File: config.mk
export PLATFORM = sky130hd
export DESIGN_NAME = sfbd_queue
export DESIGN_NICKNAME = d
export VERILOG_FILES = /design/src/hdl/spectral_flux_beat_detector_macros.svh /design/src/hdl/sfbd_pkg.sv /design/src/hdl/sfbd_queue.sv
export SDC_FILE = /design/constraint.sdc
export NUM_CORES = 1
export LEC_CHECK = 0
export ABC_AREA = 1
export BUFFER_PORTS_ARGS = -buffer_cell sky130_fd_sc_hd__buf_2
export CAP_MARGIN = 5
export CORE_UTILIZATION = 25
export DETAILED_ROUTE_END_ITERATION = 12
export GPL_ROUTABILITY_DRIVEN = 0
export GPL_TIMING_DRIVEN = 0
export SLEW_MARGIN = 20
export SYNTH_ARGS = -nofsm -noshare
export SYNTH_HDL_FRONTEND = slang
export SYNTH_SLANG_ARGS = --single-unit
File: constraint.sdc
create_clock -name clk -period 1.3 [get_ports clk]
set_input_delay 0.195 -clock clk [delete_from_list [all_inputs] [get_ports clk]]
set_output_delay 0.195 -clock clk [all_outputs]
set_load 0.02 [all_outputs]
File: src/hdl/spectral_flux_beat_detector_macros.svh
// ----------------------------------------------------------------------------
// Spectral flux beat detector - assertion macros
// Shared property shorthands, clocked on clk and disabled while rst_n is low.
// ----------------------------------------------------------------------------
`ifndef SPECTRAL_FLUX_BEAT_DETECTOR_MACROS_SVH
`define SPECTRAL_FLUX_BEAT_DETECTOR_MACROS_SVH

// same-cycle implication
`define SFBD_ASSERT_IMPL(lbl, ante, cons) \
  lbl: assert property (@(posedge clk) disable iff (!rst_n) (ante) |-> (cons)) \
    else $error("sfbd: same-cycle check failed");

// next-cycle implication
`define SFBD_ASSERT_NEXT(lbl, ante, cons) \
  lbl: assert property (@(posedge clk) disable iff (!rst_n) (ante) |=> (cons)) \
    else $error("sfbd: next-cycle check failed");

`endif

File: src/hdl/sfbd_pkg.sv
// ----------------------------------------------------------------------------
// sfbd_pkg
// Types, constants and helpers shared by the spectral flux beat detector.
// ----------------------------------------------------------------------------
package sfbd_pkg;

  localparam int FFT_POINTS_DEF     = 512;
  localparam int RING_DEPTH_DEF     = 6;
  localparam int COMPONENT_BITS_DEF = 40;

  localparam int SUM_W   = 49;
  localparam logic [SUM_W-1:0] SUM_MAX = {SUM_W{1'b1}};
  localparam int BASE_W  = 64;
  localparam int QUEUE_DEPTH = 2;

  localparam logic [15:0] TEMPO_ALPHA = 16'd9830;
  localparam logic [15:0] TEMPO_KEEP  = 16'd55706;
  localparam logic [31:0] SMOOTH_RST  = 32'd500 << 16;

  // configuration register indexes
  localparam int CFG_IDX_W = 4;
  localparam logic [CFG_IDX_W-1:0] REG_ALPHA     = 4'd0;
  localparam logic [CFG_IDX_W-1:0] REG_THRESHOLD = 4'd1;
  localparam logic [CFG_IDX_W-1:0] REG_RISE      = 4'd2;
  localparam logic [CFG_IDX_W-1:0] REG_MIN_GAP   = 4'd3;
  localparam logic [CFG_IDX_W-1:0] REG_TEMPO_MIN = 4'd4;
  localparam logic [CFG_IDX_W-1:0] REG_TEMPO_MAX = 4'd5;
  localparam logic [CFG_IDX_W-1:0] REG_FIRST_BIN = 4'd6;
  localparam logic [CFG_IDX_W-1:0] REG_LAST_BIN  = 4'd7;

  typedef struct packed {
    logic [15:0] alpha;
    logic [15:0] threshold;
    logic [15:0] rise;
    logic [15:0] min_gap;
    logic [15:0] tempo_min;
    logic [15:0] tempo_max;
    logic [7:0]  first_bin;
    logic [7:0]  last_bin;
  } cfg_t;

  localparam cfg_t CFG_RST = '{
    alpha: 16'd13107, threshold: 16'd6963, rise: 16'd492, min_gap: 16'd430,
    tempo_min: 16'd430, tempo_max: 16'd800, first_bin: 8'd1, last_bin: 8'd5
  };

  typedef struct packed {
    logic clearing;
    logic idle;
  } back_status_t;

  typedef enum logic [3:0] {
    B_CLEAR, B_IDLE, B_MUL, B_SQRT, B_UPD, B_FRAME, B_EMA, B_BASE,
    B_CMP, B_DEC, B_STR, B_RING, B_MED, B_TEMPO, B_FIN
  } back_state_t;

  function automatic logic [SUM_W-1:0] sat_add(input logic [SUM_W-1:0] a,
                                               input logic [SUM_W-1:0] b);
    logic [SUM_W:0] s;
    s = {1'b0, a} + {1'b0, b};
    return s[SUM_W] ? SUM_MAX : s[SUM_W-1:0];
  endfunction

endpackage

File: src/hdl/sfbd_queue.sv
// ----------------------------------------------------------------------------
// sfbd_queue
// Short FIFO between the bin classifier and the processing back end.
// ----------------------------------------------------------------------------
module sfbd_queue
  import sfbd_pkg::*;
#(
  parameter int WIDTH = 8
) (
  input  logic             clk,
  input  logic             rst_n,
  input  logic             push,
  input  logic [WIDTH-1:0] push_data,
  input  logic             pop,
  output logic [WIDTH-1:0] head_data,
  output logic             full,
  output logic             empty
);

  localparam int PW = $clog2(QUEUE_DEPTH);

  logic [WIDTH-1:0] slot_r [QUEUE_DEPTH];
  logic [PW-1:0]    wptr_r, wptr_nxt, rptr_r, rptr_nxt;
  logic [PW:0]      count_r, count_nxt;

  always_comb begin
    wptr_nxt  = wptr_r;
    rptr_nxt  = rptr_r;
    count_nxt = count_r;
    if (push) begin
      wptr_nxt = wptr_r + 1'b1;
    end
    if (pop) begin
      rptr_nxt = rptr_r + 1'b1;
    end
    if (push && !pop) begin
      count_nxt = count_r + 1'b1;
    end else if (pop && !push) begin
      count_nxt = count_r - 1'b1;
    end
  end

  always_ff @(posedge clk) begin
    if (!rst_n) begin
      wptr_r  <= '0;
      rptr_r  <= '0;
      count_r <= '0;
    end else begin
      wptr_r  <= wptr_nxt;
      rptr_r  <= rptr_nxt;
      count_r <= count_nxt;
    end
  end

  always_ff @(posedge clk) begin
    if (push) begin
      slot_r[wptr_r] <= push_data;
    end
  end

  assign head_data = slot_r[rptr_r];
  assign full      = (count_r == (PW+1)'(QUEUE_DEPTH));
  assign empty     = (count_r == '0);

endmodule

Word level (Yosys, flattened, before mapping)
Memories as Yosys holds them, arrays and structs flattened. A register that Yosys moved wholly into a read port is not among the register bits.
Cells that the tools add are included.
- register bits after elaboration: 4
- memory bits (writable): 16
- word-level logic and storage cells: 21
- memories: 1
- memory list (memory ; words ; bits a word ; read ports ; clocked after Yosys merged registers in ; write ports ; RTL line ; source):
    slot_r ; 2 ; 8 ; 1 ; 1 ; 1 ; sfbd_queue.sv:22 ; logic [WIDTH-1:0] slot_r [QUEUE_DEPTH];
- add/subtract/negate cells: 4
- equality and inequality tests: 1
- mux-type cells: 6
- reduce and logical (&&, ||, !) cells: 6
- operators by type and width (kind ; count):
    1-bit two-way mux ; 4
    2-bit two-way mux ; 2
    1-bit adder (second input constant) ; 2
    2-bit by 1-bit adder with 2-bit output (second input constant) ; 1
    2-bit == test (second input constant) ; 1
    1-bit logical AND ; 2
    1-bit zero test ; 2
    2-bit zero test ; 1
    2-bit nonzero test ; 1
    2-bit by 1-bit subtractor with 2-bit output (second input constant) ; 1

Longest topological paths before layout
- word-level depth: 4
- depth in mapped cells: 8
- mapped depth without buffers: 8

Least setup slack after synthesis
OpenSTA, ideal clock, no wires.
- path type: register to register
- start point: register wptr_r
- end point: memory slot_r[0][0], enable pin
- setup time: 0.370 ns
- arrival: 0.687 ns
- data required time: 0.930 ns
- slack: 0.242 ns
- stages on the path, launching flop included: 2
- buffers on the path: 0
- period minus slack after synthesis: 1.058 ns
- cells stage by stage: dfxtp_1 -> nor2_1
- RTL lines (what ; RTL line ; source):
    from (decl) ; sfbd_queue.sv:23 ; logic [PW-1:0] wptr_r, wptr_nxt, rptr_r, rptr_nxt;
    from (signal assigned) ; sfbd_queue.sv:49 ; wptr_r <= wptr_nxt;
    to (decl) ; sfbd_queue.sv:22 ;
No word-level cell before the write port.

==> flow_summary.ini <==
[cts]
clk_pin_slew_ns = 0.10
worstSkewPairLatency_ns = 0.28
cts_tree = done
postCtsSetupBuffers = 0
holdBufCountCts = 0
numCtsBuffers = 3
cts_sinks = 21
h-tree-depth = 1
clockBufferDepth = 2
cts_root_buffer = clkbuf_4

[finish]
instances_no_fill = 127
syn_to_final_growth_pct = 34.8
final_cell_area_mm2 = 0.00108
num_antenna_cells = 0
nFillCells = 316
multi_input_area_um2 = 218
finalNetCount = 97
final-seq-area_um2 = 582
drive_gt1_share_pct = 44.6

[timing]
finalMaxSlewViolations = 0
fin_ws_ns = -0.110
finalCritPeriodShare_pct = 108
worst_pin_slew_ns = 0.428
slew_headroom_pct = 71.4
finalSetupViolations = 8
rsz0062_at_grt = true
max_clock_freq_mhz = 709
skew_ns = 0.000278
hold_viol = 0
final.min_clock_period_ns = 1.41

[power_and_ir_drop]
finalPower_mw = 1.34
ir_drop_uv = 403
p_leak_nw = 0.462
power_density_mw_per_mm2 = 1240

[floorplanning]
dieArea_mm2 = 0.00345
start_util_pct = 26.4
row_count = 20
core-area_mm2 = 0.00305
ioPinCount = 22
die_w_um = 58.7
die_h_um = 58.7

[min_path]
hold_depth = 1
hold_path_class = in -> reg

[setup_path]
path_max_fanout = 8
critPathCaptureType = output pin
r2r_cells = 2
critPathKind = reg -> out
cp.arrival_ns = 1.22
cp-start-kind = flip-flop
required_ns = 1.11

[synth]
ys_warn_count = 0
synth.distinct_cells = 16
synthDominantCellAreaShare_pct = 59.7
synthTopCellsByArea = edfxtp_1, dfxtp_1, mux2_2
synth-seq-area-share_pct = 72.2
syn_inst = 58
synth_fp_nets = 71
synth_edf_count = 16
synth_area_leader_cell = edfxtp_1
ys_seq_elements = 21
synthFlopType = edfxtp_1
async_flop_share_pct = 0
syn_avg_cell_area_um2 = 13.9
syn_area_um2 = 805
yosys-top-cells-count = edfxtp_1, inv_1, mux2_2, nor2_1, dfxtp_1
yosysMostFrequentCell = edfxtp_1

[detailed_routing]
drc = 0
avgViaCountPerCell = 3.87
drt_wl_total_mm = 1.29
vias = 492
drtPass1Iterations = 3
wl_per_cell_um = 10.1
drt_iter0_markers = 2
drtAntennaViolNets = 0

[outcome]
status = complete, but fails checks
violations = negative setup slack

[grt]
gr-usage-all-layers_pct = 8.04
grt_max_degree = 12
grt_pass1_wl_mm = 1.97
globalRoute.totalOverflow = 0
antenna_found_initial = 0
grt_pass1_vias = 485

[flow_run]
maxCapViolations = 0

[place]
dp_cells = 123
placed_area_um2 = 965
dp_hpwl_um = 923
io_buffers = 21
layout by cell type, fill, tap and decap left out, drive strengths merged:
master and n:
buf 22, edfxtp 16, inv 9, mux2 8
nor2 7, nand2 5, dfxtp 5, clkbuf 4
xnor2 1, nor3 1, nand3 1, nand4 1
o21ai 1, a21oi 1, ha 1
critical path, cell delays in order, from the launching register on:
cell     delay, ns
dfxtp_2       0.35
buf_8         0.14
mux2_4        0.31
buf_6         0.13
metrics by stage:
| stage | hold WS (ns) | setup WS, ns | TNS (ns) | util (%) |
|---|---|---|---|---|
| floorplan | 0.294 | 0.242 | 0 | - |
| global placement | 0.384 | 0.0238 | 0 | 31.6 |
| detailed placement | 0.388 | 0.00979 | 0 | 31.6 |
| CTS | 0.0789 | -0.133 | -1.04 | 35.5 |
| global route | 0.0760 | -0.160 | -1.25 | 35.5 |
| finish | 0.0912 | -0.110 | -0.857 | 35.5 |
layer usage:
metal  up-vias  GRT usage [%]  routed length, um
li1        246              -                  -
met1       227           7.75                534
met2        17           14.8                626
met3         2           3.08                113
met4         0           4.08                 12
met5         -              0                  0
timing repair:
| item | CTS | global route |
|---|---|---|
| setup endpoints to repair | 8 | 16 |
| pin swaps | 0 | 0 |
| gates resized for setup | 28 | 1 |
kinds of logic after synthesis:
group / Yosys count / synth area share [%]
multiplexers: 8 / 11.2
AO/OA/AOI/OAI: 2 / 1.24
flip-flops: 21 / 72.2
AND/OR/NAND/NOR: 15 / 7.93
buffers and inverters: 10 / 4.82
XOR/XNOR: 1 / 1.09
adder cells (fa/ha/maj): 1 / 1.55
final timing paths:
path / endpoint / slack (ns) / start
setup / recovery: head_data[3] / -0.11 / flip-flop
hold / removal: slot_r[1][3] / 0.09 / push_data[3]
setup reg to reg: slot_r[1][1] / 0.25 / wptr_r
hold reg to reg: flip-flop / 0.53 / rptr_r
final cells by class:
type                       instances  area share, %
inverter                           9           3.11
multi-input combinational         27           20.1
clock buffer                       4           2.42
timing repair buffer              21           14.3
tap                               44           5.07
buffer                             1           1.38
sequential                        21           53.6
sequential cells by signal, summed over array words and instances (netlist names), named ones only:
signal and count:
rptr_r 1, wptr_r 1, slot_r 16, count_r 2
report_power, final:
group	internal (mW)	leakage, nW	total (mW)	switching, mW
Sequential	0.768	0.192	0.788	0.0198
Combinational	0.134	0.255	0.266	0.132
Clock	0.119	0.0150	0.287	0.168
Total	1.02	0.462	1.34	0.320
No activity file was read; power rests on OpenSTA's default activity.
