`config.mk`:
```
export PLATFORM = sky130hd
export DESIGN_NAME = sfbd_front
export DESIGN_NICKNAME = d
export VERILOG_FILES = /design/src/hdl/spectral_flux_beat_detector_macros.svh /design/src/hdl/sfbd_pkg.sv /design/src/hdl/sfbd_front.sv
export SDC_FILE = /design/constraint.sdc
export NUM_CORES = 1
export LEC_CHECK = 0
export ABC_AREA = 1
export BUFFER_PORTS_ARGS = -buffer_cell sky130_fd_sc_hd__buf_4
export CAP_MARGIN = 10
export CELL_PAD_IN_SITES_DETAIL_PLACEMENT = 1
export CELL_PAD_IN_SITES_GLOBAL_PLACEMENT = 2
export CORE_AREA = 2 2 140 142
export DETAILED_ROUTE_END_ITERATION = 16
export DIE_AREA = 0 0 142 144
export PLACE_DENSITY_LB_ADDON = 0.15
export SETUP_SLACK_MARGIN = 0.05
export SLEW_MARGIN = 40
export SYNTH_ARGS = -nofsm -noshare
export SYNTH_HDL_FRONTEND = slang
export SYNTH_SLANG_ARGS = --single-unit
```
`constraint.sdc`:
```
create_clock -name vclk -period 1.75
set_input_delay 0.35 -clock vclk [all_inputs]
set_output_delay 0.35 -clock vclk [all_outputs]
set_load 0.005 [all_outputs]
```
`src/hdl/spectral_flux_beat_detector_macros.svh`:
```
// ----------------------------------------------------------------------------
// Spectral flux beat detector - assertion macros
// Shared property shorthands, clocked on clk and disabled while rst_n is low.
// ----------------------------------------------------------------------------
`ifndef SPECTRAL_FLUX_BEAT_DETECTOR_MACROS_SVH
`define SPECTRAL_FLUX_BEAT_DETECTOR_MACROS_SVH

// same-cycle implication
`define SFBD_ASSERT_IMPL(lbl, ante, cons) \
  lbl: assert property (@(posedge clk) disable iff (!rst_n) (ante) |-> (cons)) \
    else $error("sfbd: same-cycle check failed");

// next-cycle implication
`define SFBD_ASSERT_NEXT(lbl, ante, cons) \
  lbl: assert property (@(posedge clk) disable iff (!rst_n) (ante) |=> (cons)) \
    else $error("sfbd: next-cycle check failed");

`endif

```
`src/hdl/sfbd_pkg.sv`:
```
// ----------------------------------------------------------------------------
// sfbd_pkg
// Types, constants and helpers shared by the spectral flux beat detector.
// ----------------------------------------------------------------------------
package sfbd_pkg;

  localparam int FFT_POINTS_DEF     = 512;
  localparam int RING_DEPTH_DEF     = 6;
  localparam int COMPONENT_BITS_DEF = 40;

  localparam int SUM_W   = 49;
  localparam logic [SUM_W-1:0] SUM_MAX = {SUM_W{1'b1}};
  localparam int BASE_W  = 64;
  localparam int QUEUE_DEPTH = 2;

  localparam logic [15:0] TEMPO_ALPHA = 16'd9830;
  localparam logic [15:0] TEMPO_KEEP  = 16'd55706;
  localparam logic [31:0] SMOOTH_RST  = 32'd500 << 16;

  // configuration register indexes
  localparam int CFG_IDX_W = 4;
  localparam logic [CFG_IDX_W-1:0] REG_ALPHA     = 4'd0;
  localparam logic [CFG_IDX_W-1:0] REG_THRESHOLD = 4'd1;
  localparam logic [CFG_IDX_W-1:0] REG_RISE      = 4'd2;
  localparam logic [CFG_IDX_W-1:0] REG_MIN_GAP   = 4'd3;
  localparam logic [CFG_IDX_W-1:0] REG_TEMPO_MIN = 4'd4;
  localparam logic [CFG_IDX_W-1:0] REG_TEMPO_MAX = 4'd5;
  localparam logic [CFG_IDX_W-1:0] REG_FIRST_BIN = 4'd6;
  localparam logic [CFG_IDX_W-1:0] REG_LAST_BIN  = 4'd7;

  typedef struct packed {
    logic [15:0] alpha;
    logic [15:0] threshold;
    logic [15:0] rise;
    logic [15:0] min_gap;
    logic [15:0] tempo_min;
    logic [15:0] tempo_max;
    logic [7:0]  first_bin;
    logic [7:0]  last_bin;
  } cfg_t;

  localparam cfg_t CFG_RST = '{
    alpha: 16'd13107, threshold: 16'd6963, rise: 16'd492, min_gap: 16'd430,
    tempo_min: 16'd430, tempo_max: 16'd800, first_bin: 8'd1, last_bin: 8'd5
  };

  typedef struct packed {
    logic clearing;
    logic idle;
  } back_status_t;

  typedef enum logic [3:0] {
    B_CLEAR, B_IDLE, B_MUL, B_SQRT, B_UPD, B_FRAME, B_EMA, B_BASE,
    B_CMP, B_DEC, B_STR, B_RING, B_MED, B_TEMPO, B_FIN
  } back_state_t;

  function automatic logic [SUM_W-1:0] sat_add(input logic [SUM_W-1:0] a,
                                               input logic [SUM_W-1:0] b);
    logic [SUM_W:0] s;
    s = {1'b0, a} + {1'b0, b};
    return s[SUM_W] ? SUM_MAX : s[SUM_W-1:0];
  endfunction

endpackage

```
`src/hdl/sfbd_front.sv`:
```
// ----------------------------------------------------------------------------
// sfbd_front
// Input handshake and bin classification: band membership, address packing.
// ----------------------------------------------------------------------------
module sfbd_front
  import sfbd_pkg::*;
#(
  parameter int FFT_POINTS     = FFT_POINTS_DEF,
  parameter int COMPONENT_BITS = COMPONENT_BITS_DEF
) (
  input  logic                             in_valid,
  output logic                             in_stall,
  input  logic signed [COMPONENT_BITS-1:0] in_bin_re,
  input  logic signed [COMPONENT_BITS-1:0] in_bin_im,
  input  logic [8:0]                       in_bin_number,
  input  logic                             in_frame_end,
  input  logic [31:0]                      in_now_ms,
  input  cfg_t                             cfg,
  input  logic                             clearing,
  input  logic                             q_full,
  output logic                             q_push,
  output logic [2*COMPONENT_BITS+$clog2(FFT_POINTS/2)+33:0] q_data
);

  localparam int HALF = FFT_POINTS / 2;
  localparam int AW   = $clog2(HALF);

  logic [15:0] bin16, first16, last16;
  logic        in_band;

  always_comb begin
    bin16   = 16'(in_bin_number);
    first16 = (cfg.first_bin == '0) ? 16'd1 : 16'(cfg.first_bin);
    last16  = (16'(cfg.last_bin) > 16'(HALF - 1)) ? 16'(HALF - 1) : 16'(cfg.last_bin);
    in_band = (bin16 >= first16) && (bin16 <= last16) && (bin16 < 16'(HALF));
  end

  assign in_stall = q_full || clearing;
  assign q_push   = in_valid && !in_stall;
  assign q_data   = {in_bin_re, in_bin_im, bin16[AW-1:0], in_band, in_frame_end, in_now_ms};

endmodule

```
### Word-level counts from Yosys, hierarchy flattened

Index checks and enable logic that the tools add are counted.

| storage, ports and cells | value |
|---|---|
| register bits | 0 |
| bits of input ports | 237 |

| cells by class | value |
|---|---|
| order comparisons | 3 |
| mux-type cells | 1 |
| reductions and logical operators | 6 |

Operators by type and width:

| operator | count |
|---|---|
| $ge A9 B8 Y1 | 1 |
| $le A9 B8 Y1 | 1 |
| $lt A9 B9 Y1 const B | 1 |
| $logic_not A8 Y1 | 1 |
| $mux W8 | 1 |
| $logic_and A1 B1 Y1 | 3 |
| $logic_not A1 Y1 | 1 |
| $logic_or A1 B1 Y1 | 1 |

### Logic depth before layout (Yosys ltp)

| depth | value |
|---|---|
| depth after elaboration | 5 |
| mapped depth | 12 |

### Worst setup path after synthesis

No wires, ideal clock.

| path | value |
|---|---|
| kind | input-to-output |
| start | input cfg[13] (netlist bit) |
| end | output q_data[33] |
| arrival | 1.403 ns |
| required time | 1.400 ns |
| path slack | -0.003 ns |
| stages on the path | 12 |
| cells stage by stage | inv_1 > nand3_1 > nor3_1 > a31o_2 > ha_1 > nand2_1 > nor2_1 > nand3_1 > nand4_1 > nand2_1 > inv_1 > buf_4 |

| between the ends | value |
|---|---|
| word-level cells in the longest chain between the ends | 5 |

Ends and longest elaborated chain:

| element | line | text |
|---|---|---|
| start, declared | sfbd_front.sv:18 | `input cfg_t cfg,` |
| $logic_not A8 Y1 | sfbd_front.sv:33 | `first16 = (cfg.first_bin == '0) ? 16'd1 : 16'(cfg.first_bin);` |
| $mux W8 (*) | sfbd_front.sv:33 |  |
| $ge A9 B8 Y1 (*) | sfbd_front.sv:35 | `in_band = (bin16 >= first16) && (bin16 <= last16) && (bin16 < 16'(HALF));` |
| $logic_and A1 B1 Y1 (*) (2 in series) | sfbd_front.sv:35 |  |
| end, declared | sfbd_front.sv:22 | `output logic [2*COMPONENT_BITS+$clog2(FFT_POINTS/2)+33:0] q_data` |

Mark *: on every way between the ends. The rest lies on a longest branch, timed or not.

### Worst setup path in the final report

| path | value |
|---|---|
| start | input cfg[9] (netlist bit) |
| end | output q_data[33] |

The elaborated chain is that of the path after synthesis.

==> reports/qor.txt <==
Worst Path Buf+Inv: 4
Type of the worst setup path: primary input to output pin
Initial core utilization: 7.66%
Most frequent CP cell: buf_6
Period utilization: 110%
Final Max Tran Viols: 0
Hold Fails Final Rpt: 0
Hpwl dp: 3260 um
All-Layer GR Usage: 3.25%
Via-to-Cell Ratio: 2.17
Number of port buffers: 39
Slowest-stage cell, CP: ha_4
Layout area overhead: -12.5%
Die height: 144 um
Antenna violations before repair: 0
# DRC: 0
Unrepaired setup endpoints after global routing: yes
Crit path to: q_data[33]
Yosys warns: 0
Mapped Area: 1460 um^2
Die ar.: 20400 um^2
Crit path max-delay family: simple AND/OR/NAND/NOR gates
ANT nets after route: 0
Distinct cells, synth: 14
FF+latch count: 0
Design Area, Final: 1280 um^2
CP arrival: 1570 ps
Gr ovfl total: 0
Initial DRT Pass Iterations: 3
Cts hold-fix bufs: 0
Dpl ws: -362 ps
Wire per inst: 9.33 um
GP Congestion: 0.622
Worst Path Max Fanout: 2
Hold_ws: 700 ps
Vias in the first global route: 884
Post-synth net total: 473
Worst min path class: primary input to output pin
Final wirelength: 3570 um
DP Area: 1210 um^2
Max cap viols: 0
Crit. End Element: output pin
Die Wd: 142 um
Mean area per synthesized cell: 6.64 um^2
Top cell type's share of synthesized area: 62.7%
Total power: 0.243 mW
Worst VDD drop: 16.2 uV
Stages on the worst setup path: 13
Top post-synthesis cells by area: buf_4, ha_1, inv_1
CP startpoint: cfg[9]
IO Pins: 361
Storage cell area: 0 um^2
Sequential fraction of the synthesis area: 0%
Fraction of layout instances using a drive strength above 1: 42.8%
Row count: 51
Slew @ Worst Pin: 190 ps
First-pass GRT wire length: 5090 um
Status: finished with violations
Crit path time final: 1920 ps
Layout net count: 400
Cell accounting for the most synthesized area: buf_4
Slowest stage delay, CP: 250 ps
Worst slew margin: 87.3%
Largest net degree at the start of global routing: 6
Final setup viols: 1
Routed vias: 833
Post-Syn Instances: 220
Violated checks: setup timing
# diodes: 0
Critical Path RT: 1400 ps
Leakage power total: 0.608 nW
Max Freq: 521 MHz
Core Area: 19100 um^2
Cell Chain, Critical Path: buf_6 -> inv_4 -> nand3_4 -> nor3_4 -> a31o_2 -> ha_4 -> nand2_1 -> nor2_1 -> nand3_1 -> nand4_1 -> nand2_2 -> inv_2 -> buf_6
Clk_buf instances: 0
Startpoint Class: primary input
Starting DRC count in detailed routing: 11
Cell Pwr Density: 190 nW/um^2
Final critical-path setup slack: -168 ps
[where the power goes]
group          internal, mW  total (mW)  switching [mW]
combinational         0.126       0.243           0.117
clock                     0           0               0
sequential                0           0               0
total                 0.126       0.243           0.117
[what timing repair did]
| action | 4_1_cts | 5_1_grt |
|---|---|---|
| gates cloned | 0 | 0 |
| buffers inserted | 1 | 0 |
| endpoints found under the setup margin | 1 | 1 |
| resized for setup | 9 | 5 |
| hold endpoints to repair | 0 | 0 |
| pin swaps | 6 | 2 |
[worst min path at each step]
stage                     cells past startpoint           to     startpoint
after detailed placement                      0  q_data[101]  in_bin_re[19]
after global placement                        0  q_data[101]  in_bin_re[19]
after global routing                          0   q_data[20]  in_now_ms[20]
final                                         0   q_data[10]  in_now_ms[10]
after CTS                                     0  q_data[101]  in_bin_re[19]
after floorplan                               2       q_push       in_valid
[per-stage QoR]
stage,cells,util (%),TNS (ps)
after floorplan,220,-,0
after global placement,382,6.36,-354
after detailed placement,382,6.36,-362
after CTS,383,6.59,-239
after global routing,383,6.70,-269
final,383,6.70,-168
[final cells by class]
cell class,instances,area [um^2]
fillers,2281,17800
multi-input cells,70,487
repair buffers,47,372
well taps,238,298
inverters,28,123
[Yosys cell counts]
| cell | count |
|---|---|
| nor2_2 | 1 |
| a21oi_2 | 1 |
| a31o_2 | 1 |
| nand2_1 | 28 |
| nand3_1 | 5 |
| buf_4 | 122 |
| nor2_1 | 8 |
| nor3_1 | 2 |
| or2_2 | 1 |
| nand4_1 | 2 |
| inv_1 | 28 |
| or2_0 | 2 |
| a21oi_1 | 3 |
| ha_1 | 16 |
[kinds of logic after synthesis]
| kind of cell | count (synthesis) | share of synthesized area [%] |
|---|---|---|
| buf+inv | 150 | 69.9 |
| simple gates | 49 | 14.2 |
| fa+ha+maj | 16 | 13.7 |
| compound gates | 5 | 2.23 |
[placed cells by master, fill, tap and decap left out]
cell / instances
nor3_4: 1
nor2_1: 7
a21oi_1: 3
nor3_1: 1
nand3_1: 4
nand4_1: 2
inv_4: 1
or2_0: 2
nor2_2: 2
buf_8: 1
buf_6: 3
ha_2: 1
nand2_1: 26
inv_1: 24
buf_4: 43
nand2_2: 2
ha_1: 14
or2_2: 1
a31o_2: 1
ha_4: 1
inv_2: 1
nand3_4: 1
inv_8: 2
a21oi_2: 1
[layer usage]
metal	vias up	global-route usage (%)	part of all wire, %
met1	351	3.75	38
li1	394	-	-
met3	36	1.09	11
met4	0	2.00	5.1
met2	52	5.21	45
met5	-	0	0
Power figures use the tool's default switching activity.
